### src/rtl/core/pkvg_divider.sv
// restoring divider, one quotient bit per cycle, 31-bit dividend
module pkvg_divider (
    input  logic        clk,
    input  logic        rst_n,
    input  logic        start,
    input  logic [30:0] dividend,
    input  logic [10:0] divisor,
    output logic        done,
    output logic [30:0] quotient,
    output logic [10:0] remainder
);
    logic [30:0] quo_reg, quo_next;
    logic [11:0] rem_reg, rem_next;
    logic [10:0] div_reg, div_next;
    logic [4:0]  cnt_reg, cnt_next;
    logic        busy_reg, busy_next;
    logic        done_reg, done_next;
    logic [11:0] trial;

    always_comb
    begin
        quo_next  = quo_reg;
        rem_next  = rem_reg;
        div_next  = div_reg;
        cnt_next  = cnt_reg;
        busy_next = busy_reg;
        done_next = 1'b0;
        trial     = '0;
        if (start)
        begin
            quo_next  = dividend;
            rem_next  = '0;
            div_next  = divisor;
            cnt_next  = 5'd30;
            busy_next = 1'b1;
        end
        else if (busy_reg)
        begin
            trial = {rem_reg[10:0], quo_reg[30]};
            if (trial >= {1'b0, div_reg})
            begin
                rem_next = trial - {1'b0, div_reg};
                quo_next = {quo_reg[29:0], 1'b1};
            end
            else
            begin
                rem_next = trial;
                quo_next = {quo_reg[29:0], 1'b0};
            end
            cnt_next = cnt_reg - 5'd1;
            if (cnt_reg == '0)
            begin
                busy_next = 1'b0;
                done_next = 1'b1;
            end
        end
    end

    always_ff @(posedge clk or negedge rst_n)
    begin
        if (!rst_n)
        begin
            busy_reg <= 1'b0;
            cnt_reg  <= '0;
            done_reg <= 1'b0;
        end
        else
        begin
            busy_reg <= busy_next;
            cnt_reg  <= cnt_next;
            done_reg <= done_next;
        end
    end

    always_ff @(posedge clk)
    begin
        quo_reg <= quo_next;
        rem_reg <= rem_next;
        div_reg <= div_next;
    end

    assign done      = done_reg;
    assign quotient  = quo_reg;
    assign remainder = rem_reg[10:0];
endmodule

### config.mk
export PLATFORM = sky130hd
export DESIGN_NAME = pkvg_divider
export DESIGN_NICKNAME = d
export VERILOG_FILES = /design/src/rtl/core/pkvg_divider.sv
export SDC_FILE = /design/constraint.sdc
export NUM_CORES = 1
export LEC_CHECK = 0
export ABC_AREA = 1
export BUFFER_PORTS_ARGS = -buffer_cell sky130_fd_sc_hd__clkbuf_2
export CAP_MARGIN = 20
export CORE_MARGIN = 5
export CORE_UTILIZATION = 25
export DETAILED_ROUTE_END_ITERATION = 16
export GPL_ROUTABILITY_DRIVEN = 0
export PLACE_DENSITY = 0.56
export REMOVE_ABC_BUFFERS = 1
export SLEW_MARGIN = 25
export SYNTH_ARGS = -nofsm -noshare
export SYNTH_HDL_FRONTEND = slang
export SYNTH_SLANG_ARGS = --single-unit
export TNS_END_PERCENT = 10
### constraint.sdc
create_clock -name clk -period 3.3 [get_ports clk]
set_input_delay 0.33 -clock clk [delete_from_list [all_inputs] [get_ports clk]]
set_output_delay 0.33 -clock clk [all_outputs]
set_load 0.05 [all_outputs]
---- After elaboration in Yosys (flattened, before gate mapping) ----
Cells that the tools add are included.
storage, ports and cells
  output and inout bits ................... 43
  register bits ........................... 60
  logic and storage cells ................. 23
  input bits .............................. 45
operators by class
  multiplexer cells ....................... 12
  add/sub/neg operators ................... 2
  reductions and logical operators ........ 2
  magnitude comparators ................... 1
operators by type and width
  cell                 count
  $mux 31              2
  $ge 12x11->1         1
  $mux 11              1
  $sub 11x11->11       1
  $mux 5               2
  $mux 1               7
  $logic_not 5->1      1
  $sub 5x1->5 const B  1
  $reduce_bool 2->1    1

---- Longest topological paths before layout ----
Gate-level depths: netlist of the first run.
  depth after elaboration ................. 4
  gate-level depth with buffers ........... 12
  gate-level depth less buffers ........... 12

---- Worst setup path before layout of the first run ----
Ideal clock, no wire load.
  path type ............................... flip-flop to flip-flop
  start point ............................. reg quo_reg[30] (netlist: quotient[30])
  end point ............................... reg rem_reg[7]
  data required time ...................... 3.186 ns
  cell stages (with the launch flop) ...... 13
  data arrival time ....................... 2.105 ns
  slack ................................... 1.081 ns
  library setup time ...................... 0.114 ns
  period minus slack after synthesis ...... 2.219 ns
  path buffers ............................ 1
  path through ............................ edfxtp_1 > inv_1 > ha_1 > fa_1 > inv_1 > nand3_1 > nand3_1 > nand2_2 > nand4_4 > buf_12 > nand3_2 > nand3_1 > nand2_1
between the ends
  word-level cells in the longest chain between the ends .. 2
  elaborated cells between the ends (all ways) .. 3
  classes of those cells .................. add/sub: 1; order compare: 1; mux: 1
RTL lines
  item                                            RTL line  RTL
  start, declared                                 12        logic [30:0] quo_reg, quo_next;
  start signal, assigned                          77        quo_reg <= quo_next;
  $sub 11x11->11 or $ge 12x11->1 (tied branches)  42, 40
  $mux 11 (*)                                     40        if (trial >= {1'b0, div_reg})
  end signal, assigned                            78        rem_reg <= rem_next;
  end, declared                                   13        logic [11:0] rem_reg, rem_next;
Mark *: on every way between the ends. The rest lies on a longest branch, timed or not.
A chain may end at the register's enable or synchronous reset.

---- Worst setup path after layout of the first run ----
  start point ............................. reg quo_reg[30] (netlist: quotient[30])
  end point ............................... reg quo_reg[0] (netlist: quotient[0]) (data pin)
between the ends
  word-level cells in the longest chain between the ends .. 4
RTL lines
  item                   RTL line  RTL
  $ge 12x11->1           40
  $mux 1                 40
  $mux 31                37        else if (busy_reg)
  $mux 31                29        if (start)
  named net quo_next[0]  12
The timed path passes the listed nets, and every way through them passes these cells. The select of a mux whose other input is x is not followed.

==> impl_metrics.xml, run 1 <==
<?xml version="1.0" encoding="UTF-8"?>
<metrics>
  <group name="power_and_ir_drop">
    <metric name="power_switching" unit="mW">1.27</metric>
    <metric name="leakage" unit="nW">2.15</metric>
    <metric name="pwr-share-clk" unit="%">29.5</metric>
    <metric name="internal_power" unit="mW">1.88</metric>
    <metric name="power_switching_share" unit="%">40.2</metric>
    <metric name="p_per_area" unit="nW/um2">753</metric>
    <metric name="seqPwrFrac" unit="%">32.0</metric>
    <metric name="comb_power_share" unit="%">38.5</metric>
    <metric name="ir_worst_vdd" unit="mV">0.244</metric>
  </group>
  <group name="min_path">
    <metric name="hp_class" unit="">in -&gt; reg</metric>
    <metric name="whs_path_depth" unit="">1</metric>
    <metric name="min-delay-start" unit="">divisor[3]</metric>
    <metric name="hold_end" unit="">div_reg[3]</metric>
  </group>
  <group name="clock_network">
    <metric name="post-cts-setup-buffer-count" unit="">0</metric>
    <metric name="cts_tree" unit="">yes</metric>
    <metric name="hold_buffers" unit="">1</metric>
    <metric name="cts.path.max_buffers" unit="">2</metric>
    <metric name="tritoncts.num_buffers" unit="">9</metric>
    <metric name="clkLatencyLatePin" unit="ns">0.33</metric>
    <metric name="buffer_cell_driving_the_clock_tree_root" unit="">sky130_fd_sc_hd__clkbuf_16</metric>
    <metric name="post_cts_resized" unit="">0</metric>
    <metric name="clk_pin_slew_worst_setup_hold_paths" unit="ns">0.05</metric>
    <metric name="clock-sinks" unit="">60</metric>
    <metric name="htree_num_levels" unit="">3</metric>
  </group>
  <group name="setup_path">
    <metric name="crit-reg2reg-capture" unit="">quotient[0]</metric>
    <metric name="worstPathMaxFanout" unit="">12</metric>
    <metric name="cp_slowest_stage_delay" unit="ns">0.39</metric>
    <metric name="reg2reg_slack" unit="ns">0.97</metric>
    <metric name="worst-endpoint-arrival" unit="ns">2.40</metric>
    <metric name="reg2regPathDepth" unit="">10</metric>
    <metric name="startpoint_type" unit="">flip-flop</metric>
    <metric name="critical_path_class" unit="">reg -&gt; reg</metric>
    <metric name="timing.critical_path.cells" unit="">inv_1 &gt; ha_1 &gt; fa_1 &gt; inv_1 &gt; nand3_1 &gt; nand3_1 &gt; nand2_2 &gt; nand4_4 &gt; nand2_1 &gt; nand2_1</metric>
    <metric name="required" unit="ns">3.37</metric>
    <metric name="end_kind" unit="">flip-flop</metric>
    <metric name="rr_startpoint" unit="">quotient[30]</metric>
    <metric name="critical-path-slowest-cell" unit="">sky130_fd_sc_hd__edfxtp_1</metric>
  </group>
  <group name="drt">
    <metric name="drt-vias-per-instance" unit="">4.25</metric>
    <metric name="detail-route-antenna-nets" unit="">0</metric>
    <metric name="route.detailed.wl_per_inst" unit="um">12.9</metric>
    <metric name="dr_total_vias" unit="">2799</metric>
    <metric name="routed_wirelength" unit="um">8470</metric>
    <metric name="firstDrtPassIters" unit="">5</metric>
    <metric name="post-route-drc-count" unit="">0</metric>
    <metric name="drt_iter0_drc" unit="">95</metric>
  </group>
  <group name="global_route">
    <metric name="grt_first_pass_wirelength" unit="um">14100</metric>
    <metric name="grt.met3_usage" unit="%">3.34</metric>
    <metric name="busiest_layer" unit="">met2</metric>
    <metric name="groute.usage.overall" unit="%">11.1</metric>
    <metric name="pin_count_of_the_biggest_net_entering_global_routing" unit="">35</metric>
    <metric name="gr_layer_usage_met2" unit="%">18.7</metric>
    <metric name="global_route.usage.met1" unit="%">13.5</metric>
    <metric name="grt-ovfl-total" unit="">0</metric>
    <metric name="first_global_vias" unit="">2890</metric>
    <metric name="antenna_violations_before_repair" unit="">0</metric>
  </group>
  <group name="logic_synthesis">
    <metric name="yosys.area_share.xor_xnor" unit="%">0.799</metric>
    <metric name="ys_async_sr_fraction" unit="%">11.7</metric>
    <metric name="ys_seq_area_share" unit="%">50.4</metric>
    <metric name="yosys.cell_types.count" unit="">33</metric>
    <metric name="synth_compound_gate_area_share" unit="%">2.09</metric>
    <metric name="yosys_most_used_dff" unit="">sky130_fd_sc_hd__edfxtp_1</metric>
    <metric name="yosys_warnings" unit="">0</metric>
    <metric name="yosys_register_bits" unit="">60</metric>
    <metric name="avgSynthCellArea" unit="um2">8.36</metric>
    <metric name="synth-simple-area-share" unit="%">32.6</metric>
    <metric name="synthesis.instances" unit="">393</metric>
    <metric name="synth_top_family_by_area" unit="">simple AND/OR/NAND/NOR gates</metric>
    <metric name="synth_adder_area_share" unit="%">5.56</metric>
    <metric name="synth_edf_count" unit="">42</metric>
    <metric name="syn-cell-area" unit="um2">3290</metric>
    <metric name="synthMuxAreaShare" unit="%">0</metric>
  </group>
  <group name="place">
    <metric name="dp_cells" unit="">641</metric>
    <metric name="post-dp-hpwl" unit="um">6380</metric>
    <metric name="portBuffers" unit="">87</metric>
  </group>
  <group name="sta">
    <metric name="worst_slew_pin_slew" unit="ns">0.996</metric>
    <metric name="slew-limit-headroom" unit="%">33.4</metric>
    <metric name="fmax" unit="MHz">429</metric>
    <metric name="timing_max_transition_violations_final" unit="">0</metric>
    <metric name="finalSetupViolCount" unit="">0</metric>
    <metric name="rsz0062_at_grt" unit="">no</metric>
    <metric name="setup_tns" unit="ns">0</metric>
    <metric name="layout_worst_path_cycle_share" unit="%">70.6</metric>
    <metric name="final_hold_viol_count" unit="">0</metric>
    <metric name="final.hold.worst_slack" unit="ns">0.182</metric>
    <metric name="fin_skew" unit="ns">0.00802</metric>
    <metric name="period_minus_slack" unit="ns">2.33</metric>
  </group>
  <group name="layout">
    <metric name="final-instance-count-excl-fill" unit="">658</metric>
    <metric name="largest_register_ffs" unit="">31</metric>
    <metric name="fin_nets" unit="">540</metric>
    <metric name="layout-drive-gt1-share" unit="%">27.2</metric>
    <metric name="syn_to_final_growth" unit="%">27.1</metric>
    <metric name="antenna_cells" unit="">0</metric>
  </group>
  <group name="floorplanning">
    <metric name="fp.dieH" unit="um">125</metric>
    <metric name="placementRows" unit="">41</metric>
    <metric name="die_area" unit="um2">15500</metric>
    <metric name="floorplan.core_area" unit="um2">12800</metric>
    <metric name="effective_utilization_at_floorplan" unit="%">25.7</metric>
    <metric name="pin_count" unit="">88</metric>
    <metric name="chip_width" unit="um">125</metric>
  </group>
  <group name="run_status">
    <metric name="outcome" unit="">complete, no violations</metric>
  </group>
  <group name="run">
    <metric name="max-cap-violations" unit="">0</metric>
  </group>
</metrics>
-- stage by stage --
stage	total power, mW	setup WS, ns	cell area (um2)	utilization (%)
5_1_grt	3.36	0.765	4180	32.7
3_3_place_gp	2.22	0.831	3870	30.3
6_report	3.15	0.972	4180	32.7
3_5_place_dp	2.24	0.757	3870	30.3
4_1_cts	3.19	0.939	4180	32.7
2_1_floorplan	1.94	0.993	3200	-
-- layer usage --
layer	vias to the layer above	share of wire, %	routed length (um)
met5	-	0	0
met4	0	0.87	74
met3	7	5.5	467
met2	70	48	4110
met1	1287	45	3820
li1	1435	-	-
-- final cells by class --
class	instances	area [um2]
clock buffers	11	243
clock inverters	5	52.6
well taps	172	215
fillers	1333	8600
inverters	53	199
repair buffers	90	460
multi-input cells	267	1350
flip-flops and latches	60	1660
-- critical path, delay by kind of cell (launching register included) --
kind / cells / cell delay, ns
fa+ha+maj: 2 / 0.42
buf+inv: 2 / 0.17
flops: 1 / 0.39
simple gates: 6 / 1.10
-- how the worst max path moves through the flow --
stage          slack (ns)           end  cells after the start    startpoint
2_1_floorplan        0.99    rem_reg[5]                     11  quotient[30]
3_3_place_gp         0.83  quotient[25]                      4         start
3_5_place_dp         0.76  quotient[21]                      4         start
4_1_cts              0.94   quotient[0]                     10  quotient[30]
5_1_grt              0.77   quotient[0]                     10  quotient[30]
6_report             0.97   quotient[0]                     10  quotient[30]
-- cells in the mapped netlist (5+ instances only) --
master / count / share of area [%]
sky130_fd_sc_hd__edfxtp_1: 42 / 38
sky130_fd_sc_hd__nand2_2: 12 / 2.3
sky130_fd_sc_hd__a21oi_1: 5 / 0.76
sky130_fd_sc_hd__nand4_1: 14 / 2.7
sky130_fd_sc_hd__dfxtp_1: 11 / 6.7
sky130_fd_sc_hd__nand3_1: 26 / 4.0
sky130_fd_sc_hd__nor2_1: 14 / 1.6
sky130_fd_sc_hd__clkbuf_1: 7 / 0.80
sky130_fd_sc_hd__nand3_2: 5 / 1.5
sky130_fd_sc_hd__inv_1: 50 / 5.7
sky130_fd_sc_hd__dfrtp_1: 7 / 5.3
sky130_fd_sc_hd__ha_1: 13 / 4.9
sky130_fd_sc_hd__nand2_1: 159 / 18
-- power by group through the flow --
| stage | sequential, mW | clock, mW | combinational, mW |
|---|---|---|---|
| 2_1_floorplan | 1.31 | 0 | 0.633 |
| 3_3_place_gp | 1.02 | 0 | 1.20 |
| 3_5_place_dp | 1.02 | 0 | 1.22 |
| 4_1_cts | 1.01 | 0.961 | 1.22 |
| 5_1_grt | 1.02 | 0.991 | 1.35 |
| 6_report | 1.01 | 0.929 | 1.21 |
-- logic make-up after synthesis --
logic type	count (synthesis)
AND/OR/NAND/NOR	238
buffers and inverters	66
flip-flops	60
adder cells (fa/ha/maj)	14
AO/OA/AOI/OAI	12
XOR/XNOR	3
-- placed cells by master, fill, tap and decap left out, types with 4 or more instances in the layout --
master,instances
sky130_fd_sc_hd__a21oi_1,5
sky130_fd_sc_hd__clkbuf_16,9
sky130_fd_sc_hd__nand2_1,159
sky130_fd_sc_hd__clkbuf_2,87
sky130_fd_sc_hd__nand2_2,12
sky130_fd_sc_hd__dfrtp_1,7
sky130_fd_sc_hd__edfxtp_1,42
sky130_fd_sc_hd__ha_1,13
sky130_fd_sc_hd__inv_1,50
sky130_fd_sc_hd__o21ai_0,4
sky130_fd_sc_hd__nand3_2,5
sky130_fd_sc_hd__nand3_1,26
sky130_fd_sc_hd__nand4_1,14
sky130_fd_sc_hd__dfxtp_1,11
sky130_fd_sc_hd__nor2_1,13
(Power assumes the default switching activity.)
==> inputs of run 2 (changes only) <==
==> constraint.sdc (replaced) <==
create_clock -name clk -period 2.4 [get_ports clk]
set_input_delay 0.24 -clock clk [delete_from_list [all_inputs] [get_ports clk]]
set_output_delay 0.24 -clock clk [all_outputs]
set_load 0.05 [all_outputs]
==> run 2 against run 1 <==
  * First-iteration DRC count up 18%
  * Clock power grew 25%
  * Clock-buffer cell count decreased by 1
  * Via count grew 1.1%
  * Critical path type unchanged
  * Critical endpoint is now rem_reg[6]
==> impl_metrics.xml, run 2 (synthesized netlist as in run 1, its figures left out) <==
<?xml version="1.0" encoding="UTF-8"?>
<metrics>
  <group name="setup_path">
    <metric name="critical_path_class" unit="">reg -&gt; reg</metric>
    <metric name="cp_slowest_stage_delay" unit="ns">0.38</metric>
    <metric name="worstPathMaxFanout" unit="">12</metric>
    <metric name="reg2reg_slack" unit="ns">0.35</metric>
    <metric name="end_kind" unit="">flip-flop</metric>
    <metric name="rr_startpoint" unit="">div_reg[2]</metric>
    <metric name="crit-reg2reg-capture" unit="">rem_reg[6]</metric>
    <metric name="critical-path-slowest-cell" unit="">sky130_fd_sc_hd__ha_1</metric>
    <metric name="timing.critical_path.cells" unit="">inv_1 &gt; ha_1 &gt; nand2_1 &gt; nor2_1 &gt; nand3_2 &gt; nand4_4 &gt; nand3_1 &gt; nand3_1 &gt; nand2_1</metric>
    <metric name="required" unit="ns">2.61</metric>
    <metric name="worst-endpoint-arrival" unit="ns">2.26</metric>
    <metric name="startpoint_type" unit="">flip-flop</metric>
    <metric name="reg2regPathDepth" unit="">9</metric>
  </group>
  <group name="layout">
    <metric name="fin_nets" unit="">544</metric>
    <metric name="syn_to_final_growth" unit="%">27.9</metric>
    <metric name="antenna_cells" unit="">0</metric>
    <metric name="layout.cells.most_common" unit="">sky130_fd_sc_hd__nand2_1</metric>
    <metric name="layout_common_cells" unit="">sky130_fd_sc_hd__nand2_1, sky130_fd_sc_hd__clkbuf_2, sky130_fd_sc_hd__inv_1</metric>
    <metric name="fillers" unit="">1365</metric>
    <metric name="layout-drive-gt1-share" unit="%">27.3</metric>
    <metric name="largest_register_ffs" unit="">31</metric>
  </group>
  <group name="power_and_ir_drop">
    <metric name="power_switching" unit="mW">1.74</metric>
    <metric name="leakage" unit="nW">2.16</metric>
    <metric name="comb_power_share" unit="%">39.6</metric>
    <metric name="ir_worst_vdd" unit="mV">0.299</metric>
    <metric name="p_per_area" unit="nW/um2">998</metric>
    <metric name="seqPwrFrac" unit="%">32.9</metric>
    <metric name="power_switching_share" unit="%">41.4</metric>
    <metric name="pwr-share-clk" unit="%">27.5</metric>
    <metric name="internal_power" unit="mW">2.46</metric>
  </group>
  <group name="sta">
    <metric name="final.hold.worst_slack" unit="ns">0.0942</metric>
    <metric name="setup_tns" unit="ns">0</metric>
    <metric name="fin_skew" unit="ns">0.00746</metric>
    <metric name="finalSetupViolCount" unit="">0</metric>
    <metric name="period_minus_slack" unit="ns">2.05</metric>
    <metric name="layout_worst_path_cycle_share" unit="%">85.3</metric>
    <metric name="fmax" unit="MHz">488</metric>
    <metric name="final_hold_viol_count" unit="">0</metric>
    <metric name="timing_max_transition_violations_final" unit="">0</metric>
    <metric name="worst_slew_pin_slew" unit="ns">0.900</metric>
    <metric name="rsz0062_at_grt" unit="">no</metric>
    <metric name="slew-limit-headroom" unit="%">39.8</metric>
  </group>
  <group name="min_path">
    <metric name="hp_class" unit="">in -&gt; reg</metric>
    <metric name="hold_end" unit="">div_reg[6]</metric>
    <metric name="min-delay-start" unit="">divisor[6]</metric>
    <metric name="whs_path_depth" unit="">1</metric>
  </group>
  <group name="floorplanning">
    <metric name="pin_count" unit="">88</metric>
    <metric name="placementRows" unit="">41</metric>
    <metric name="fp.dieH" unit="um">125</metric>
    <metric name="floorplan.core_area" unit="um2">12800</metric>
    <metric name="chip_width" unit="um">125</metric>
    <metric name="die_area" unit="um2">15500</metric>
    <metric name="effective_utilization_at_floorplan" unit="%">25.7</metric>
  </group>
  <group name="clock_network">
    <metric name="hold_buffers" unit="">1</metric>
    <metric name="post_cts_resized" unit="">0</metric>
    <metric name="clock-sinks" unit="">60</metric>
    <metric name="clkLatencyLatePin" unit="ns">0.32</metric>
    <metric name="cts.path.max_buffers" unit="">2</metric>
    <metric name="cts_tree" unit="">yes</metric>
    <metric name="htree_num_levels" unit="">3</metric>
    <metric name="post-cts-setup-buffer-count" unit="">0</metric>
    <metric name="clk_pin_slew_worst_setup_hold_paths" unit="ns">0.06</metric>
    <metric name="tritoncts.num_buffers" unit="">9</metric>
    <metric name="buffer_cell_driving_the_clock_tree_root" unit="">sky130_fd_sc_hd__clkbuf_16</metric>
  </group>
  <group name="global_route">
    <metric name="pin_count_of_the_biggest_net_entering_global_routing" unit="">29</metric>
    <metric name="first_global_vias" unit="">3075</metric>
    <metric name="grt_first_pass_wirelength" unit="um">14300</metric>
    <metric name="antenna_violations_before_repair" unit="">0</metric>
    <metric name="grt-ovfl-total" unit="">0</metric>
    <metric name="groute.usage.overall" unit="%">11.0</metric>
  </group>
  <group name="drt">
    <metric name="route.detailed.wl_per_inst" unit="um">12.6</metric>
    <metric name="post-route-drc-count" unit="">0</metric>
    <metric name="dr_total_vias" unit="">2829</metric>
    <metric name="firstDrtPassIters" unit="">4</metric>
    <metric name="routed_wirelength" unit="um">8370</metric>
    <metric name="drt_iter0_drc" unit="">112</metric>
    <metric name="drt-vias-per-instance" unit="">4.27</metric>
    <metric name="detail-route-antenna-nets" unit="">0</metric>
  </group>
  <group name="run_status">
    <metric name="outcome" unit="">complete, no violations</metric>
  </group>
  <group name="place">
    <metric name="post-dp-hpwl" unit="um">6420</metric>
    <metric name="portBuffers" unit="">87</metric>
  </group>
  <group name="run">
    <metric name="max-cap-violations" unit="">0</metric>
  </group>
</metrics>
[run 2: per-layer routing]
layer	routed length, um	up-vias	share of wire [%]	GRT usage [%]
met4	114	0	1.4	3.61
li1	-	1443	-	-
met1	3750	1290	45	13.5
met5	0	-	0	0
met2	3940	83	47	18.2
met3	560	13	6.7	3.52
[run 2: critical path: cells and delay by family, from the launching register on]
kind	cells	cell delay, ns
AND/OR/NAND/NOR	7	1.19
buffers and inverters	1	0.04
adder cells (fa/ha/maj)	1	0.38
flip-flops	1	0.33
[run 2: through the flow]
stage	cell area (um2)	instances	power (mW)	setup slack, ns	util (%)
2_1_floorplan	3200	380	2.66	0.0925	-
5_1_grt	4210	662	4.50	0.156	32.9
4_1_cts	4210	662	4.26	0.359	32.9
6_report	4210	662	4.20	0.352	32.9
3_3_place_gp	3930	645	3.05	0.411	30.7
3_5_place_dp	3930	645	3.08	0.367	30.7
[run 2: cell type report]
class	instances	area, um2	area share, %
Clock buffer	10	229	5.44
Clock inverter	6	41.3	0.982
Inverter	53	199	4.73
Multi-Input combinational cell	267	1350	32.1
Sequential cell	60	1660	39.4
Tap cell	172	215	5.12
Timing Repair Buffer	94	515	12.3
[run 2: power groups by stage]
| stage | clock (mW) | combinational [mW] | sequential, mW |
|---|---|---|---|
| global route | 1.24 | 1.85 | 1.40 |
| floorplan | 0 | 0.870 | 1.79 |
| detailed placement | 0 | 1.67 | 1.40 |
| global placement | 0 | 1.65 | 1.40 |
| finish | 1.16 | 1.66 | 1.38 |
| CTS | 1.20 | 1.68 | 1.39 |
[run 2: worst max-delay path by stage]
stage / startpoint / end / slack, ns / cells after the start
final: div_reg[2] / rem_reg[6] / 0.35 / 9
after global routing: quotient[30] / rem_reg[5] / 0.16 / 11
after CTS: div_reg[2] / rem_reg[6] / 0.36 / 9
after detailed placement: quotient[30] / rem_reg[6] / 0.37 / 11
after global placement: div_reg[8] / rem_reg[5] / 0.41 / 9
after floorplan: quotient[30] / rem_reg[5] / 0.09 / 11
