`config.mk`:
```
export PLATFORM = sky130hd
export DESIGN_NAME = pkvg_front_flat
export DESIGN_NICKNAME = d
export VERILOG_FILES = /design/src/rtl/core/pkvg_pkg.sv /design/src/rtl/core/pkvg_if.sv /design/src/rtl/core/pkvg_front.sv /design/src/flat_wrapper.sv
export SDC_FILE = /design/constraint.sdc
export NUM_CORES = 1
export LEC_CHECK = 0
export BUFFER_PORTS_ARGS = -buffer_cell sky130_fd_sc_hd__buf_2
export CELL_PAD_IN_SITES_DETAIL_PLACEMENT = 1
export CELL_PAD_IN_SITES_GLOBAL_PLACEMENT = 2
export CORE_MARGIN = 2
export CORE_UTILIZATION = 28
export CTS_CLUSTER_SIZE = 28
export DETAILED_ROUTE_END_ITERATION = 12
export PLACE_DENSITY_LB_ADDON = 0.3
export SLEW_MARGIN = 10
export SYNTH_ARGS = -nofsm -noshare
export SYNTH_HDL_FRONTEND = slang
export SYNTH_SLANG_ARGS = --single-unit
```
`constraint.sdc`:
```
create_clock -name clk -period 6.2 [get_ports clk]
set_input_delay 0.62 -clock clk [delete_from_list [all_inputs] [get_ports clk]]
set_output_delay 0.62 -clock clk [all_outputs]
set_load 0.03 [all_outputs]
```
`src/rtl/core/pkvg_pkg.sv`:
```
package pkvg_pkg;
    localparam int SOURCE_MAP_DEPTH = 1024;
    localparam int TARGET_MAP_DEPTH = 1024;
    localparam int SLOT_COUNT = 10 * 1024;
    localparam int QUERIES_PER_ROW = 2 * 1024;
    localparam int CNT_HW_MAX = 4095;
    localparam int CFG_W = 11;
    localparam int ADDR_W = 52;
    localparam int PADDR_W = 5;

    typedef enum logic [1:0] {
        ACT_SRC_WR = 2'd0,
        ACT_DST_WR = 2'd1,
        ACT_QUERY  = 2'd2,
        ACT_NONE   = 2'd3
    } action_t;

    typedef enum logic [2:0] {
        REG_SRC_BS  = 3'd0,
        REG_SRC_BPR = 3'd1,
        REG_DST_BS  = 3'd2,
        REG_DST_BPR = 3'd3,
        REG_KV_W    = 3'd4,
        REG_ROPE_W  = 3'd5
    } reg_idx_t;

    typedef enum logic [2:0] {
        ST_IDLE, ST_DIV, ST_RD, ST_RDW, ST_MUL1, ST_MUL2, ST_MUL3, ST_OUT
    } back_state_t;

    typedef struct packed {
        logic [CFG_W-1:0] src_bs;
        logic [CFG_W-1:0] src_bpr;
        logic [CFG_W-1:0] dst_bs;
        logic [CFG_W-1:0] dst_bpr;
        logic [CFG_W-1:0] kv_w;
        logic [CFG_W-1:0] rope_w;
    } cfg_t;

    // queued query after front checks
    typedef struct packed {
        logic        check;   // passed front checks
        logic [30:0] token;
        logic [30:0] slot;
        logic        last;
    } query_t;

    typedef struct packed {
        logic              copy_valid;
        logic [ADDR_W-1:0] src_kv_addr;
        logic [ADDR_W-1:0] src_rope_addr;
        logic [ADDR_W-1:0] dst_kv_addr;
        logic [ADDR_W-1:0] dst_rope_addr;
        logic              row_done;
        logic [11:0]       copied_count;
    } result_t;
endpackage

```
`src/rtl/core/pkvg_if.sv`:
```
interface pkvg_in_if;
    logic        valid;
    logic        ready;
    logic [1:0]  action;
    logic [9:0]  table_index;
    logic signed [31:0] table_value;
    logic        miss;
    logic signed [31:0] token;
    logic signed [31:0] slot;
    logic [30:0] seq_len;
    logic        last;
    modport source (output valid, action, table_index, table_value, miss, token, slot,
                    seq_len, last, input ready);
    modport sink (input valid, action, table_index, table_value, miss, token, slot,
                  seq_len, last, output ready);
endinterface


```
`src/rtl/core/pkvg_front.sv`:
```
// front: table writes, range checks, queueing of queries
module pkvg_front #(
    parameter int SLOT_COUNT = pkvg_pkg::SLOT_COUNT
) (
    input  logic               clk,
    input  logic               rst_n,
    pkvg_in_if.sink            in_ch,
    input  pkvg_pkg::cfg_t     cfg,
    output logic               src_we,
    output logic               dst_we,
    output logic [9:0]         wr_index,
    output logic [31:0]        wr_value,
    output logic               q_valid,
    output pkvg_pkg::query_t   q_data,
    input  logic               q_pop
);
    pkvg_pkg::query_t fifo_reg [2];
    logic       wp_reg, rp_reg;
    logic [1:0] cnt_reg;
    logic       push, is_query, is_write, ok;

    assign is_query = in_ch.action == pkvg_pkg::ACT_QUERY && (in_ch.miss || in_ch.last);
    assign is_write = in_ch.action == pkvg_pkg::ACT_SRC_WR
        || in_ch.action == pkvg_pkg::ACT_DST_WR;
    // map writes wait until no query is pending
    assign in_ch.ready = cnt_reg != 2'd2 && (!is_write || cnt_reg == 2'd0);
    assign push = in_ch.valid && in_ch.ready && is_query;
    assign src_we = in_ch.valid && in_ch.ready && in_ch.action == pkvg_pkg::ACT_SRC_WR;
    assign dst_we = in_ch.valid && in_ch.ready && in_ch.action == pkvg_pkg::ACT_DST_WR;
    assign wr_index = in_ch.table_index;
    assign wr_value = in_ch.table_value;

    assign ok = in_ch.miss && !in_ch.token[31] && (in_ch.token[30:0] < in_ch.seq_len)
        && !in_ch.slot[31] && (in_ch.slot[30:0] < 31'(SLOT_COUNT))
        && cfg.src_bs != '0 && cfg.dst_bs != '0;

    assign q_valid = cnt_reg != 2'd0;
    assign q_data  = fifo_reg[rp_reg];

    always_ff @(posedge clk or negedge rst_n)
    begin
        if (!rst_n)
        begin
            wp_reg  <= 1'b0;
            rp_reg  <= 1'b0;
            cnt_reg <= '0;
        end
        else
        begin
            if (push)
            begin
                wp_reg <= ~wp_reg;
            end
            if (q_pop)
            begin
                rp_reg <= ~rp_reg;
            end
            cnt_reg <= cnt_reg + {1'b0, push} - {1'b0, q_pop};
        end
    end

    always_ff @(posedge clk)
    begin
        if (push)
        begin
            fifo_reg[wp_reg] <= '{check: ok, token: in_ch.token[30:0],
                                  slot: in_ch.slot[30:0], last: in_ch.last};
        end
    end
endmodule

```
`src/flat_wrapper.sv`:
```
// flat-port wrapper written by rule: the top's interface ports become plain ports
module pkvg_front_flat 
#(
    parameter int SLOT_COUNT = pkvg_pkg::SLOT_COUNT
)
  (clk, rst_n, cfg, src_we, dst_we, wr_index, wr_value, q_valid, q_data, q_pop, in_ch_valid, in_ch_action, in_ch_table_index, in_ch_table_value, in_ch_miss, in_ch_token, in_ch_slot, in_ch_seq_len, in_ch_last, in_ch_ready);
  pkvg_in_if in_ch_i ();
  input  logic clk;
  input  logic rst_n;
  input  pkvg_pkg::cfg_t cfg;
  output logic src_we;
  output logic dst_we;
  output logic [9:0] wr_index;
  output logic [31:0] wr_value;
  output logic q_valid;
  output pkvg_pkg::query_t q_data;
  input  logic q_pop;
  input wire logic [$bits(in_ch_i.valid)-1:0] in_ch_valid;
  input wire logic [$bits(in_ch_i.action)-1:0] in_ch_action;
  input wire logic [$bits(in_ch_i.table_index)-1:0] in_ch_table_index;
  input wire logic [$bits(in_ch_i.table_value)-1:0] in_ch_table_value;
  input wire logic [$bits(in_ch_i.miss)-1:0] in_ch_miss;
  input wire logic [$bits(in_ch_i.token)-1:0] in_ch_token;
  input wire logic [$bits(in_ch_i.slot)-1:0] in_ch_slot;
  input wire logic [$bits(in_ch_i.seq_len)-1:0] in_ch_seq_len;
  input wire logic [$bits(in_ch_i.last)-1:0] in_ch_last;
  output wire logic [$bits(in_ch_i.ready)-1:0] in_ch_ready;
  assign in_ch_i.valid = in_ch_valid;
  assign in_ch_i.action = in_ch_action;
  assign in_ch_i.table_index = in_ch_table_index;
  assign in_ch_i.table_value = in_ch_table_value;
  assign in_ch_i.miss = in_ch_miss;
  assign in_ch_i.token = in_ch_token;
  assign in_ch_i.slot = in_ch_slot;
  assign in_ch_i.seq_len = in_ch_seq_len;
  assign in_ch_i.last = in_ch_last;
  assign in_ch_ready = in_ch_i.ready;
  pkvg_front #(.SLOT_COUNT(SLOT_COUNT)) u_core (.clk(clk), .rst_n(rst_n), .in_ch(in_ch_i), .cfg(cfg), .src_we(src_we), .dst_we(dst_we), .wr_index(wr_index), .wr_value(wr_value), .q_valid(q_valid), .q_data(q_data), .q_pop(q_pop));
endmodule
```
# After elaboration in Yosys (flattened, before gate mapping)
# Memories as Yosys holds them, arrays and structs flattened.
# Index checks and enable logic that the tools add are counted.
# W data, S select, Z words.
# op_classes
addsub	2
n_reduce_logical	23
n_mux	2
order_cmp	2
n_bitwise	2
n_eq_ne	3
# ops
operator	n
$lt A31 B14 Y1 const B	1
$lt A31 B31 Y1	1
$reduce_bool A11 Y1	2
$logic_and A1 B1 Y1	12
$logic_not A2 Y1	2
$logic_not A1 Y1	3
$logic_or A1 B1 Y1	3
$add A2 B1 Y2	1
$eq A2 B1 Y1 const B	1
$eq A2 B2 Y1 const B	1
$mux W1	2
$ne A2 B2 Y1 const B	1
$not A1 Y1	2
$reduce_bool A2 Y1	1
$sub A2 B1 Y2	1
# totals
word_cells	38
inputBits	211
register_bits	4
ram_bits	128
mem_count	1
out_inout_bits	110
# memory_table
memory	depth	word_bits	rd	rd_clocked_by_memory_dff	wr	line_no	text
u_core.fifo_reg	2	64	1	0	1	pkvg_front.sv:17	pkvg_pkg::query_t fifo_reg [2];

# Longest topological paths before layout
# Gate-level depths: netlist of the first run.
# logic_depth
depth_word	9
depth_mapped	7
depth_no_buf	7

# Worst setup path after synthesis of the first run
# OpenSTA, ideal clock, no wires.
# synth_timing
path_type	input -> register
startpoint	in in_ch_action[1]
endpoint	mem u_core.fifo_reg[0][0] (netlist name), enable pin
path_stages	5
path_buffers	0
required_ps	5706
slack_ps	1246
setup_ps	494
t_arrival_ps	4460
cell_sequence	inv_1 mux2i_2 nand2_2 nor4_4 nor2b_1
# synth_between
elab_chain_len	9
word_cells_on_any_way	12
cone_classes	eq/ne: 2; mux: 2; reduce/logical: 8
# synth_rtl
element	line_no	text
start: declaration	flat_wrapper.sv:19	input wire logic [$bits(in_ch_i.action)-1:0] in_ch_action;
$eq A2 B1 Y1 / $logic_not A2 Y1 (equally long branches)	pkvg_front.sv:24, pkvg_front.sv:23	
$logic_or A1 B1 Y1 (*)	pkvg_front.sv:24	|| in_ch.action == pkvg_pkg::ACT_DST_WR;
$logic_not A1 Y1 (*)	pkvg_front.sv:26	assign in_ch.ready = cnt_reg != 2'd2 && (!is_write || cnt_reg == 2'd0);
$logic_or A1 B1 Y1 (*)	pkvg_front.sv:26	
$logic_and A1 B1 Y1 (*)	pkvg_front.sv:26	
via in_ch_ready	flat_wrapper.sv:27	output wire logic [$bits(in_ch_i.ready)-1:0] in_ch_ready;
$logic_and A1 B1 Y1 (*) (2 in a row)	pkvg_front.sv:27	assign push = in_ch.valid && in_ch.ready && is_query;
via u_core.push	pkvg_front.sv:20	logic push, is_query, is_write, ok;
$mux W1 (*)	pkvg_front.sv:64	if (push)
$mux W1 (implied by the code) (*)	pkvg_front.sv:66	fifo_reg[wp_reg] <= '{check: ok, token: in_ch.token[30:0],
end: declaration	pkvg_front.sv:17	
# Mark *: on every way through the listed nets, which the timed path passes. The rest lies on a longest branch.

# Final worst setup path of the first run
# layout_timing
startpoint	reg u_core.cnt_reg[0]
endpoint	mem u_core.fifo_reg[0][22] (netlist name), enable pin
# layout_between
elab_chain_len	7
word_cells_on_any_way	8
cone_classes	eq/ne: 1; mux: 2; reduce/logical: 5
# layout_rtl
element	line_no	text
start: declaration	pkvg_front.sv:19	logic [1:0] cnt_reg;
start signal: assignment	pkvg_front.sv:58	cnt_reg <= cnt_reg + {1'b0, push} - {1'b0, q_pop};
$logic_not A2 Y1	pkvg_front.sv:26	
$logic_or A1 B1 Y1	pkvg_front.sv:26	
$logic_and A1 B1 Y1 (*)	pkvg_front.sv:26	
$logic_and A1 B1 Y1 (*) (2 in a row)	pkvg_front.sv:27	
via u_core.push	pkvg_front.sv:20	
$mux W1 (*)	pkvg_front.sv:64	
$mux W1 (implied by the code) (*)	pkvg_front.sv:66	
# Marked as above.

==> results of run 1 <==
[layer usage]
metal  up-vias  share of wire (%)  track usage (%)
met5         -                  0                0
met1      1749                 42            15.03
li1       1743                  -                -
met3        49                7.9            3.909
met2       145                 47            20.64
met4         0                2.7            6.509
[report_power, final]
part | internal, mW | switching (mW)
registers | 1.03 | 0.0171
clock network | 0.579 | 0.440
logic | 0.314 | 0.537
[cell type report]
class | count | area [sq um] | share of cell area (%)
Clock buffer | 17 | 425.4 | 5.594
Clock inverter | 15 | 182.7 | 2.402
Inverter | 34 | 127.6 | 1.678
Multi-Input combinational cell | 175 | 1594 | 20.96
Sequential cell | 132 | 3945 | 51.88
Tap cell | 275 | 344.1 | 4.525
Timing Repair Buffer | 195 | 985.9 | 12.96
[worst max-delay path: cells and delay by family, from the launching register on]
kind | cells | cell delay (ns)
muxes | 1 | 0.26
buffers and inverters | 2 | 0.69
and+or+nand+nor | 3 | 1.21
DFF | 1 | 0.38
[cells by family after synthesis]
| logic type | Yosys count | synth area share [%] |
|---|---|---|
| compound gates | 28 | 2.667 |
| xor+xnor | 4 | 0.5834 |
| fa+ha+maj | 32 | 6.667 |
| buf+inv | 83 | 7.937 |
| flops | 132 | 65.67 |
| mux | 65 | 12.23 |
| simple gates | 46 | 4.250 |
[layout by cell type, fill, tap and decap left out, drive strengths merged, types with 2 or more instances in the layout]
master / Yosys / routed
dfrtp: 4 / 4
nor2b: 2 / 2
nor3: 3 / 3
nor4: 9 / 9
clkinv: 0 / 3
inv: 34 / 43
ha: 32 / 32
xor2: 2 / 2
nand4: 5 / 5
clkinvlp: 0 / 2
nor2: 8 / 8
o21ai: 7 / 7
nand3: 4 / 4
a31oi: 2 / 2
edfxtp: 128 / 128
a211oi: 3 / 3
nand2: 11 / 11
xnor2: 2 / 2
buf: 48 / 194
a21oi: 13 / 13
clkbuf: 1 / 17
mux2: 64 / 64
[final timing paths]
kind	from	to	slack [ns]	cells past startpoint
max in group asynchronous	rst_n	u_core.rp_reg	5.54	2
min in group asynchronous	rst_n	u_core.rp_reg	0.54	2
worst max register to register	u_core.cnt_reg[0]	u_core.fifo_reg[0][22]	3.23	6
worst max-delay path	u_core.cnt_reg[0]	u_core.fifo_reg[0][22]	3.23	6
worst min register to register	u_core.wp_reg	u_core.wp_reg	0.57	1
worst min-delay path	in_ch_slot[3]	u_core.fifo_reg[1][4]	0.39	1
[timing repair]
action / 4_1_cts / 5_1_grt
setup buffers: 0 / 0
hold buffers: 1 / 0
hold endpoints to repair: 4 / 0
==> summary.txt, run 1 <==
Status
  • Run status: completed

Yosys
  • Post-synth EDFFs: 128
  • Post-synthesis register bit count: 132
  • Synth Area per Inst: 15.40 sq um
  • Top post-synthesis cells by area: edfxtp_1, mux2_2, ha_1
  • Sequential area share after synthesis: 65.67%
  • Synthesized area: 6006 sq um
  • Post-synth top cells: edfxtp_1, mux2_2, buf_4
  • Distinct cells, synth: 32
  • Post-synth top area share: 64.00%
  • Yosys warnings: 0
  • Prevailing post-synth register cell: edfxtp_1
  • Mapped Nets: roughly 630
  • Most numerous cell in the Yosys netlist: edfxtp_1
  • Ys async rst share: 3.030%
  • Post-synth top area cell: edfxtp_1
  • Synthesized instance count: 390

Floorplanning
  • Rows: 53
  • Top-Level Pins: 321
  • Die Y: roughly 150 um
  • Full die area: 22640 sq um
  • Core box area: 21020 sq um
  • Initial Util: about 29%
  • Chip Width: 150.5 um

Min path
  • Hold Crit Class: primary input to flip-flop

Timing
  • Fin. Hold Viols: 0
  • Period utilisation layout: 47.87%
  • Unrepaired setup endpoints after global routing: no
  • Skew final: about 0.0064 ns
  • Minimum clock period: 2.968 ns
  • Worst-Margin Slew: 0.9656 ns
  • Worst hold margin: 0.3910 ns
  • Post-route setup TNS: 0 ns
  • Setup WS post-layout: 3.232 ns
  • Setup Viol. Count Final: 0
  • Max Slew Vio Count: 0
  • Fmax: ~0.34 GHz
  • Slew headroom: 35.63%

GRT
  • Largest net degree at the start of global routing: 66
  • Gr usage total: 12.65%
  • First-pass GRT wire length: 21180 um
  • Vias in the first global route: approximately 4k
  • Initial antenna violation count: 0
  • GRT overflow: 0

Routing
  • Router iterations before antenna repair: 4
  • Drt drc: 0
  • Total Wirelength: 14150 um
  • Routed vias/inst: 4.372
  • ANT nets after route: 0
  • Detailed Route Iter0 Violations: 183
  • Routed via count: about 3.7k
  • Wirelength per Cell: roughly 17 um

Placed design
  • I/O Buffers: 192
  • Final GP Congestion: 0.7437
  • Cells after DPL: 810
  • Placed Instance Area: 6987 sq um
  • Final HPWL DP: roughly 10000 um
  • Place WS: roughly 2.8 ns

Worst setup path
  • Crit end category: flip-flop
  • Crit Path Category: flip-flop to flip-flop
  • Critical path arrival: 3.01 ns
  • CP Cell Sequence: inv_2, mux2i_2, nand2_2, nor4_4, nor2b_4, buf_4
  • Critical path launch point type: flip-flop
  • CP Max Fanout: 40
  • CP max stage cell: nor2b_4
  • Slowest stage delay, CP: 0.79 ns
  • Required @ worst endpoint: between 6 and 7 ns

Layout
  • Max reg flops: 128
  • Util after Layout: 36.18%
  • Final nets: roughly 800
  • Non-filler cells, final: 843
  • Fillers: ~2.2k
  • Share of layout cells above drive strength 1: 52.46%
  • Final instance area: 7605 sq um
  • Area grow syn2layout: 26.62%
  • ANT cells: 0

Flow run
  • Max-cap violation count: 0

Clock tree
  • Clk buf depth: 2
  • Reg clk slew, reported paths: approximately 0.070 ns
  • Post-CTS sizing: 0
  • CTS buffer count: 17
  • H-tree depth: 4
  • Clk_lat worst skew: 0.42 ns
  • TritonCTS Sinks: 132
  • Root buf cell: clkbuf_16
  • CTS tree: done

Power and ir drop
  • Worst vdd ir: 0.1686 mV
  • Tot Pwr: 2.918 mW
  • Leak: between 3 and 4 nW
  • Pwr dens: between 300 and 400 nW/um^2
Note: power is estimated with default switching activity, not from simulation.
==> run 2: changes to the inputs <==
Settings changed: ABC_AREA set to 1, CORE_UTILIZATION 28 to 26.
Clock period 6.2 ns to 2.5 ns, I/O delays scaled along.
==> summary.txt, run 2 <==
Power and ir drop
  • Pwr dens: 948.1 nW/um^2 (+150%)
  • Leak: 3.485 nW (+13%)
  • Tot Pwr: 7.633 mW (+160%)
  • Worst vdd ir: 0.3670 mV (+120%)

Yosys
  • Ys async rst share: 3.030% (unchanged)
  • Post-synth top cells: edfxtp_1, mux2_4, inv_1
  • Synthesized instance count: 434 (+11%)
  • Mapped Nets: 677 (+7.0%)
  • Distinct cells, synth: 28 (-13%)
  • Synthesized area: 6359 sq um (+5.9%)
  • Prevailing post-synth register cell: edfxtp_1
  • Top post-synthesis cells by area: edfxtp_1, mux2_4, ha_1
  • Post-synth top area share: 60.45% (-3.6 points)
  • Synth Area per Inst: 14.65 sq um (-4.9%)
  • Yosys warnings: 0 (unchanged)
  • Post-synthesis register bit count: 132 (unchanged)
  • Most numerous cell in the Yosys netlist: edfxtp_1
  • Post-synth top area cell: edfxtp_1
  • Post-synth EDFFs: 128 (unchanged)
  • Sequential area share after synthesis: 62.02% (-3.6 points)

GRT
  • Vias in the first global route: 4375 (+9.6%)
  • GRT overflow: 0 (unchanged)
  • Initial antenna violation count: 0 (unchanged)
  • First-pass GRT wire length: 23140 um (+9.3%)
  • Gr usage total: 11.85% (-0.80 points)
  • Largest net degree at the start of global routing: 41 (-38%)

Routing
  • ANT nets after route: 0 (unchanged)
  • Total Wirelength: 14930 um (+5.5%)
  • Routed vias/inst: 4.128 (-5.6%)
  • Routed via count: 3884 (+5.4%)
  • Router iterations before antenna repair: 4 (unchanged)
  • Wirelength per Cell: 15.86 um (-5.5%)
  • Drt drc: 0 (unchanged)
  • Detailed Route Iter0 Violations: 144 (-21%)

Clock tree
  • Reg clk slew, reported paths: 0.06 ns (about the same)
  • Root buf cell: clkbuf_16
  • TritonCTS Sinks: 132 (unchanged)
  • Clk buf depth: 2 (unchanged)
  • CTS tree: done
  • H-tree depth: 4 (unchanged)
  • Clk_lat worst skew: 0.42 ns (about the same)
  • Postcts setup bufs: 0 (unchanged)
  • CTS Hold Bufs: 2 (+1)
  • Post-CTS sizing: 0 (unchanged)
  • CTS buffer count: 17 (unchanged)

Floorplanning
  • Initial Util: 26.30% (-2.3 points)
  • Core box area: 24180 sq um (+15%)
  • Chip Width: 160.4 um (+6.6%)
  • Rows: 57 (+7.5%)
  • Die Y: 160.4 um (+6.6%)
  • Full die area: 25720 sq um (+14%)
  • Top-Level Pins: 321 (unchanged)

Worst setup path
  • Crit Path Category: flip-flop to primary output
  • Required @ worst endpoint: 2.25 ns (-4.00 ns)
  • Critical path arrival: 2.05 ns (-0.96 ns)
  • Critical path launch point type: flip-flop
  • Crit end category: primary output
  • CP Max Fanout: 34 (-15%)

Timing
  • Fmax: 0.4350 GHz
  • Skew final: 0.01559 ns (+0.009201 ns)
  • Worst-Margin Slew: 0.5995 ns (-0.3661 ns)
  • Slew headroom: 60.04% (+24 points)
  • Max Slew Vio Count: 0 (unchanged)
  • Unrepaired setup endpoints after global routing: no
  • Minimum clock period: about 2.3 ns
  • Fin. Hold Viols: 0 (unchanged)
  • Setup Viol. Count Final: 0 (unchanged)
  • Period utilisation layout: a little over 90%

Placed design
  • Placed Instance Area: 7413 sq um (+6.1%)
  • Final HPWL DP: 10930 um (+9.4%)
  • Final GP Congestion: 0.7901 (+6.2%)
  • I/O Buffers: 192 (unchanged)

Layout
  • ANT cells: 0 (unchanged)
  • Util after Layout: 33.30% (-2.9 points)
  • Share of layout cells above drive strength 1: 49.27% (-3.2 points)
  • Commonest cells after routing, fill and taps aside: buf_2, edfxtp_1, mux2_4
  • Area grow syn2layout: 26.60% (about the same)
  • Fillers: 2612 (+17%)
  • Final instance area: 8050 sq um (+5.9%)
  • Final nets: 847 (+6.1%)
  • Max reg flops: 128 (unchanged)
  • Most common cell after layout, fill and taps aside: buf_2

Min path
  • Hold Crit Class: primary input to flip-flop

Flow run
  • Max-cap violation count: 0 (unchanged)

Status
  • Run status: completed
## run 2: cell count changes after synthesis, moves of 8 or more
cell,previous run,this run
inv_1,33,46
mux2_2,64,14
mux2_4,0,50
nand2_1,10,38
nor2_1,8,30
nor4_1,8,0
## run 2: path summary, 6_finish.rpt
path | slack, ns | to | depth (start not counted) | startpoint
max reg2reg | 0.63 | u_core.fifo_reg[1][39] | 5 | u_core.cnt_reg[1]
min reg2reg | 0.64 | u_core.cnt_reg[1] | 2 | u_core.cnt_reg[1]
min in group asynchronous | 0.20 | u_core.cnt_reg[0] | 2 | rst_n
max | 0.20 | q_data[33] | 3 | u_core.rp_reg
min | 0.02 | u_core.fifo_reg[0][2] | 1 | in_ch_slot[1]
max in group asynchronous | 2.15 | u_core.rp_reg | 2 | rst_n
## run 2: per-layer routing
metal	GRT usage [%]	routed length, um	up-vias
met5	0	0	-
met4	5.283	338	0
met3	4.106	1021	53
met2	19.12	6948	150
met1	14.35	6617	1850
li1	-	-	1831
## run 2: kinds of logic (layout without fill, tap and decap cells)
group | after synthesis | after routing | synth area share, %
compound gates | 20 | 20 | 1.909
xor+xnor | 4 | 4 | 0.5511
fa+ha+maj | 32 | 32 | 6.297
buf+inv | 96 | 279 | 8.874
flops | 132 | 132 | 62.02
mux | 64 | 64 | 14.29
simple gates | 86 | 86 | 6.061
## run 2: per-stage QoR
stage | setup WS, ns | TNS, ns | std cells | hold WS [ns]
6_report | 0.2012 | 0 | 941 | 0.02294
5_1_grt | 0.08457 | 0 | 941 | 0.002148
4_1_cts | 0.1412 | 0 | 941 | 0.0006103
3_5_place_dp | 0.6043 | 0 | 907 | 0.06916
3_3_place_gp | 0.6139 | 0 | 907 | 0.06095
2_1_floorplan | -0.5626 | -72.01 | 434 | -0.04559
## run 2: cell type report
class	instances	area, sq um	share of cell area (%)
clock buffer	18	429.2	5.331
clock inverter	14	187.7	2.331
inverter	47	176.4	2.191
multi-input combinational	206	1866	23.17
sequential	132	3948	49.04
tap	324	405.4	5.036
timing repair buffer	200	1039	12.90
## run 2: worst max-delay path, cell delays in order, from the launching register on
cell and delay [ns]:
dfrtp_4 0.74, buf_12 0.34, mux2_4 0.33, buf_2 0.19
## run 2: power by group
group          switching (mW)  internal [mW]  total, mW
Sequential              0.148           2.56       2.70
Clock                    1.03           1.60       2.63
Combinational            1.33          0.971       2.30
Total                    2.51           5.13       7.63
==> run 3: changes to the inputs <==
Settings changed: ABC_AREA 1 to unset, CORE_UTILIZATION 26 to 25.
==> summary.txt, run 3 (synthesis results as in run 1) <==
Worst setup path
  • Worst r2r path cells: 6 (+1)
  • CP max stage cell: dfrtp_1
  • Levels on crit path: 6 (+3)
  • CP top delay family: simple AND/OR/NAND/NOR gates
  • Crit end category: flip-flop
  • Slowest stage delay, CP: 0.39 ns (-0.35 ns)
  • Reg-to-Reg End: u_core.fifo_reg[0][43]
  • Critical path arrival: 2.23 ns (+0.18 ns)
  • CP Cell Sequence: inv_2, mux2i_4, nand2_2, nor4_4, nor2b_4, buf_4
  • Crit path buf inv count: 2 (unchanged)
  • Critical path launch point type: flip-flop
  • Worst R2R Setup Slack: 0.34 ns (-0.29 ns)
  • CP Max Fanout: 25 (-26%)
  • Critical R2R Launch: u_core.cnt_reg[0]
  • Required @ worst endpoint: 2.57 ns (+0.32 ns)
  • Crit Path Category: flip-flop to flip-flop

Floorplanning
  • Full die area: 25280 sq um (-1.7%)
  • Top-Level Pins: 321 (unchanged)
  • Die Y: 159.0 um (-0.87%)
  • Initial Util: 25.51% (-0.79 points)
  • Chip Width: 159.0 um (-0.87%)
  • Core box area: 23540 sq um (-2.6%)
  • Rows: 56 (-1.8%)

Clock tree
  • Root buf cell: clkbuf_16
  • CTS tree: done
  • Clk buf depth: 2 (unchanged)
  • CTS buffer count: 17 (unchanged)
  • H-tree depth: 4 (unchanged)
  • Clk_lat worst skew: 0.41 ns (about the same)
  • Post-CTS sizing: 0 (unchanged)
  • TritonCTS Sinks: 132 (unchanged)
  • Reg clk slew, reported paths: 0.07 ns (about the same)
  • Postcts setup bufs: 0 (unchanged)

GRT
  • First-pass GRT wire length: 22850 um (-1.2%)
  • GRT overflow: 0 (unchanged)
  • Gr usage total: 11.74% (-0.11 points)
  • Largest net degree at the start of global routing: 40 (-2.4%)
  • Vias in the first global route: 4103 (-6.2%)
  • Initial antenna violation count: 1 (+1)

Layout
  • Most common cell after layout, fill and taps aside: buf_2
  • Non-filler cells, final: 896 (-4.8%)
  • Fillers: 2558 (-2.1%)
  • Final nets: 806 (-4.8%)
  • Commonest cells after routing, fill and taps aside: buf_2, edfxtp_1, mux2_2
  • Register area: 3948 sq um (unchanged)
  • Share of layout cells above drive strength 1: 52.78% (+3.5 points)
  • Multi-input logic area: 1603 sq um (-14%)
  • Max reg flops: 128 (unchanged)
  • Area grow syn2layout: 29.71%

Timing
  • Worst-Margin Slew: 0.4021 ns (-0.1974 ns)
  • Max Slew Vio Count: 0 (unchanged)
  • Period utilisation layout: 86.51% (-5.4 points)
  • Minimum clock period: 2.163 ns (-0.1361 ns)
  • Unrepaired setup endpoints after global routing: no
  • Setup WS post-layout: 0.3373 ns (+0.1361 ns)
  • Skew final: 0.005913 ns (-0.009672 ns)
  • Setup Viol. Count Final: 0 (unchanged)
  • Slew headroom: 73.19% (+13 points)
  • Fmax: 0.4624 GHz (+6.3%)
  • Fin. Hold Viols: 0 (unchanged)

Placed design
  • Final GP Congestion: 0.7786 (-1.5%)
  • Final HPWL DP: 10890 um (-0.40%)
  • Place WS: 0.1939 ns (-0.4104 ns)
  • I/O Buffers: 192 (unchanged)
  • Cells after DPL: 860 (-5.2%)

Power and ir drop
  • Pwr dens: 942.6 nW/um^2 (-0.58%)
  • Leak: 3.141 nW (-9.9%)
  • Worst vdd ir: 0.3745 mV (+2.1%)

Routing
  • Routed via count: 3773 (-2.9%)
  • ANT nets after route: 0 (unchanged)
  • Detailed Route Iter0 Violations: 136 (-5.6%)
  • Router iterations before antenna repair: 4 (unchanged)
  • Routed vias/inst: 4.211 (+2.0%)
  • Total Wirelength: 14870 um (-0.40%)
  • Drt drc: 0 (unchanged)
  • Wirelength per Cell: 16.59 um (+4.6%)

Min path
  • Hold wc startpoint: in_ch_slot[0]
  • Hold Crit Class: primary input to flip-flop
  • Hold Path Depth: 1 (unchanged)
  • Min-Delay Endpoint: u_core.fifo_reg[1][1]

Status
  • Run status: completed

Flow run
  • Max-cap violation count: 0 (unchanged)
run 3: changes by cell type in the layout (fill, tap and decap cells not counted), sizes merged, moves of 3 or more:
cell    delta
inv       -10
nand2     -27
nor2      -22
nor4       +9
nand3b     -3
a211oi     +3
run 3: power by group:
part / leakage (nW) / internal (mW) / switching [mW]
registers: 1.20 / 2.56 / 0.0634
logic: 1.64 / 0.827 / 1.33
clock network: 0.298 / 1.44 / 1.12
run 3: through the flow:
step / power, mW / setup TNS, ns / utilization, % / cell area [sq um] / hold WS, ns
detailed placement: 4.867 / 0 / 30.36 / 7148 / 0.06650
global route: 7.692 / 0 / 33.08 / 7787 / 0.005600
finish: 7.343 / 0 / 33.09 / 7790 / 0.02777
global placement: 4.842 / 0 / 30.36 / 7148 / 0.06327
CTS: 7.494 / 0 / 33.08 / 7787 / 0.002753
floorplan: 4.306 / -13.71 / - / 6022 / -0.04559
run 3: worst max path at each step:
stage | from | endpoint
global route | u_core.cnt_reg[0] | u_core.fifo_reg[0][43]
detailed placement | in_ch_seq_len[30] | u_core.fifo_reg[0][63]
CTS | u_core.cnt_reg[0] | u_core.fifo_reg[0][39]
finish | u_core.cnt_reg[0] | u_core.fifo_reg[0][43]
floorplan | u_core.cnt_reg[0] | u_core.fifo_reg[0][0]
global placement | in_ch_seq_len[30] | u_core.fifo_reg[0][63]
run 3: area by class of cell:
type | count | share of cell area (%)
Inverter | 34 | 1.638
Tap cell | 319 | 5.124
Timing Repair Buffer | 203 | 14.13
Multi-Input combinational cell | 175 | 20.58
Clock buffer | 17 | 5.461
Antenna cell | 1 | 0.03212
Sequential cell | 132 | 50.67
Clock inverter | 15 | 2.361
run 3: what timing repair did:
item / in CTS / in global routing
hold endpoints to repair: 8 / 0
hold buffers: 3 / 0
endpoints found under the setup margin: 0 / 0
run 3: worst register-to-register path: stages (launching register included):
cell     delay (ns)
dfrtp_1        0.39
inv_2          0.10
mux2i_4        0.26
nand2_2        0.09
nor4_4         0.34
nor2b_4        0.25
buf_4          0.37
run 3: layer usage:
metal  GRT usage [%]  share of wire (%)  wire length [um]  up-vias
met5               0                  0                 0        -
met4           5.579                2.8               418        0
met3           3.386                6.9              1022       51
met2           19.19                 47              7056      141
met1           14.33                 43              6368     1816
li1                -                  -                 -     1765
